File: src/design/utb_ram.sv
module utb_ram #(
  parameter int DEPTH = 256,
  parameter int WIDTH = 8
) (
  input  logic                                    clk,
  input  logic                                    we,
  input  logic [((DEPTH > 1) ? $clog2(DEPTH) : 1)-1:0] waddr,
  input  logic [WIDTH-1:0]                        wdata,
  input  logic [((DEPTH > 1) ? $clog2(DEPTH) : 1)-1:0] raddr,
  output logic [WIDTH-1:0]                        rdata
);

  logic [WIDTH-1:0] mem [DEPTH];

  // one write port, one registered read port
  always_ff @(posedge clk) begin
    if (we) begin
      mem[waddr] <= wdata;
    end
    rdata <= mem[raddr];
  end

endmodule

File: config.mk
export PLATFORM = sky130hd
export DESIGN_NAME = utb_ram
export DESIGN_NICKNAME = d
export VERILOG_FILES = /design/src/design/utb_ram.sv
export SDC_FILE = /design/constraint.sdc
export NUM_CORES = 2
export LEC_CHECK = 0
export BUFFER_PORTS_ARGS = -buffer_cell sky130_fd_sc_hd__clkbuf_2
export CAP_MARGIN = 20
export CORE_MARGIN = 4
export CORE_UTILIZATION = 60
export DETAILED_ROUTE_END_ITERATION = 7
export PLACE_DENSITY = 0.83
export SYNTH_ARGS = -nofsm -noshare
export SYNTH_HDL_FRONTEND = slang
export SYNTH_SLANG_ARGS = --single-unit
export TNS_END_PERCENT = 50
File: constraint.sdc
create_clock -name clk -period 3.45 [get_ports clk]
set_input_delay 0.5175 -clock clk [delete_from_list [all_inputs] [get_ports clk]]
set_output_delay 0.5175 -clock clk [all_outputs]
set_load 0.02 [all_outputs]
==> run_results.csv <==
group,metric,value,unit
outcome,status,"complete, but fails checks",
outcome,violations,"DRC",
yosys,synth_flop_cell,"edfxtp_1",
timing,rsz0062_at_grt,"false",
worst_setup_path,start_kind,"flip-flop",
worst_setup_path,end_kind,"flip-flop",
yosys,synthesis.nets,3759,
placement,dp_slack,-386,ps
drt,antenna_left,0,
finish,drive_above_1_share,27.4,%
job,maxCapViolCount,0,
yosys,ys.warnings.count,0,
floorplan,die_x,372,µm
placement,io_buffer_count,33,
timing,drv_slew,0,
finish,stdcell_count,6038,
worst_setup_path,path_class,"flip-flop to flip-flop",
cts,ctsResizeCount,0,
pwr,peakVddDrop,0.592,mV
cts,clk_latency,830,ps
cts,clock_sinks,2056,
timing,max-slew-margin-rel,29.5,%
cts,path_clk_slew,60,ps
yosys,avgSynthCellArea,21.3,µm²
floorplan,die_h,372,µm
timing,setup_slack,540,ps
timing,max_freq,0.344,GHz
worst_setup_path,cp-endpoint,"rdata[3]",
timing,fin_worst_skew,37.1,ps
cts,cts_buffer_depth,3,
worst_setup_path,cpPeakStageDelay,830,ps
finish,areaGrowthSynthToFinish,13.5,%
worst_setup_path,rrSetupSlack,540,ps
drt,vias,43000,
worst_setup_path,path_cells,"mux4_2, a22o_1, a221oi_1, o32ai_1, nor3_1, nor4_1",
finish,final_cell_mix,"edfxtp_1 (2048), mux4_2 (454), buf_4 (348), nor2_1 (279), clkbuf_16 (197)",
worst_setup_path,r2r_cells,6,
worst_setup_path,arrival,3610,ps
floorplan,num_io_pins,34,
yosys,netlist_area,79600,µm²
finish,final_common_cell,"edfxtp_1",
yosys,synth_cell_type_count,55,
placement,dp.cells,5684,
yosys,ys_ff_latch,2056,
pwr,power_density,566,nW/µm²
floorplan,dieArea,138000,µm²
yosys,seq_area_frac_synth,77.5,%
placement,dpl.hpwl,122000,µm
drt,wire_per_inst,35.2,µm
global_routing,grt_max_degree,109,
yosys,async_flop_share,0,%
timing,hold_slack,326,ps
drt,routed_wl,213000,µm
timing,hold_viol_final,0,
pwr,cellLeakagePower,28.7,nW
worst_setup_path,reg2reg_from,"mem[83][3]",
placement,gp_congestion,0.901,
cts,postCtsSetupBuffers,0,
worst_setup_path,critPathLaunch,"mem[83][3]",
worst_setup_path,critPathSlowestCell,"a221oi_1",
worst_setup_path,crit_fanout,1,
drt,firstDrtPassIters,8,
min_path,whs_path_depth,1,
drt,vias_per_cell,7.11,
timing,period_needed,2910,ps
yosys,synth-edff-count,2048,
finish,nNetsFinal,4151,
cts,htreeDepth,4,
worst_setup_path,crit_required,4150,ps
global_routing,grt_pass1_vias,43200,
cts,cts_inserted_buffers,192,
timing,finalSetupViolations,0,
drt,drt_iter0_drc,8226,
floorplan,fp-row-count,133,
worst_setup_path,rr_endpoint,"rdata[3]",
global_routing,global_route.usage.total,31.3,%
cts,cts_hold_buf,0,
yosys,synthCells,3733,
min_path,hold_class,"primary input to flip-flop",
cts,root_buffer,"clkbuf_16",
global_routing,grt_pass1_wl,309000,µm
floorplan,initial_core_util,60.4,%
drt,drc,5,
timing,worst_slew_pin_slew,1060,ps
floorplan,core_region_area,132000,µm²
global_routing,overflow,0,
cts,cts_tree,"done",
global_routing,antenna_found_initial,11,
timing,fin_crit_sh,84.4,%
==> per-layer routing <==
layer / global-route usage [%] / routed length (µm) / vias up
met1: 42.2 / 69300 / 21700
met2: 48.4 / 101000 / 3988
li1: - / - / 16500
met4: 13.7 / 12200 / 12
met5: 0 / 91 / -
met3: 8.98 / 30200 / 765
==> layout make-up <==
cell class | count | area, µm²
timing repair buffer | 431 | 3850
antenna | 6 | 15.0
inverter | 2 | 7.51
fill | 7218 | 41300
clock inverter | 105 | 918
multi-input combinational | 1442 | 16500
tap | 1755 | 2200
sequential | 2056 | 61700
clock buffer | 241 | 5170
==> how the worst min path moves through the flow <==
stage / startpoint / endpoint / slack (ps)
floorplan: wdata[0] / mem[0][0] / 620
global placement: mem[38][6] / rdata[6] / 940
CTS: wdata[2] / mem[115][2] / 330
finish: wdata[2] / mem[92][2] / 330
global route: wdata[2] / mem[92][2] / 330
detailed placement: rdata[6] / rdata[6] / 1040
==> cells in the mapped netlist (all sizes together), types with 31 or more instances <==
cell type / n / share of area, %
edfxtp: 2048 / 77
mux4: 456 / 13
nor2: 282 / 1.3
mux2i: 134 / 1.7
a22oi: 133 / 1.3
buf: 122 / 1.3
clkbuf: 111 / 0.52
a21oi: 96 / 0.60
o221ai: 47 / 0.53
nand3: 34 / 0.21
nand2: 33 / 0.16
nor2b: 31 / 0.24
==> critical path, delay by kind of cell, from the launching register on <==
kind / cells / cell delay, ps
AOI/OAI and AO/OA: 3 / 1450
DFF: 1 / 470
muxes: 1 / 570
and+or+nand+nor: 2 / 300
==> report_power, final <==
group          internal (mW)  switching (mW)  total (mW)  leakage [nW]
clock network           11.6            9.22        20.8          2.98
logic                  0.957            1.76        2.72          7.22
registers               27.5          0.0655        27.6          18.5
total                   40.1            11.0        51.1          28.7
==> sequential cells by signal, summed over array words and instances, names as in the netlist <==
register	flops
rdata	8
mem	2048
==> metrics by stage <==
step                total power [mW]  instance area, µm²  TNS, ps  utilization [%]
finish                          51.1               90300        0             68.6
global route                    52.4               90300        0             68.6
CTS                             51.1               90300        0             68.6
detailed placement              30.7               84200     -869             64.0
global placement                30.6               84200     -785             64.0
floorplan                       29.4               79600        0                -
==> cells by family (layout without fill, tap and decap cells) <==
| logic type | count (synthesis) | count (layout) | share of synthesized area [%] |
|---|---|---|---|
| flops | 2056 | 2056 | 77.5 |
| mux | 591 | 591 | 14.6 |
| simple gates | 466 | 466 | 2.63 |
| compound gates | 385 | 385 | 3.42 |
| buf+inv | 235 | 779 | 1.83 |
| other cells | 0 | 6 | 0 |
(Power assumes the default switching activity.)
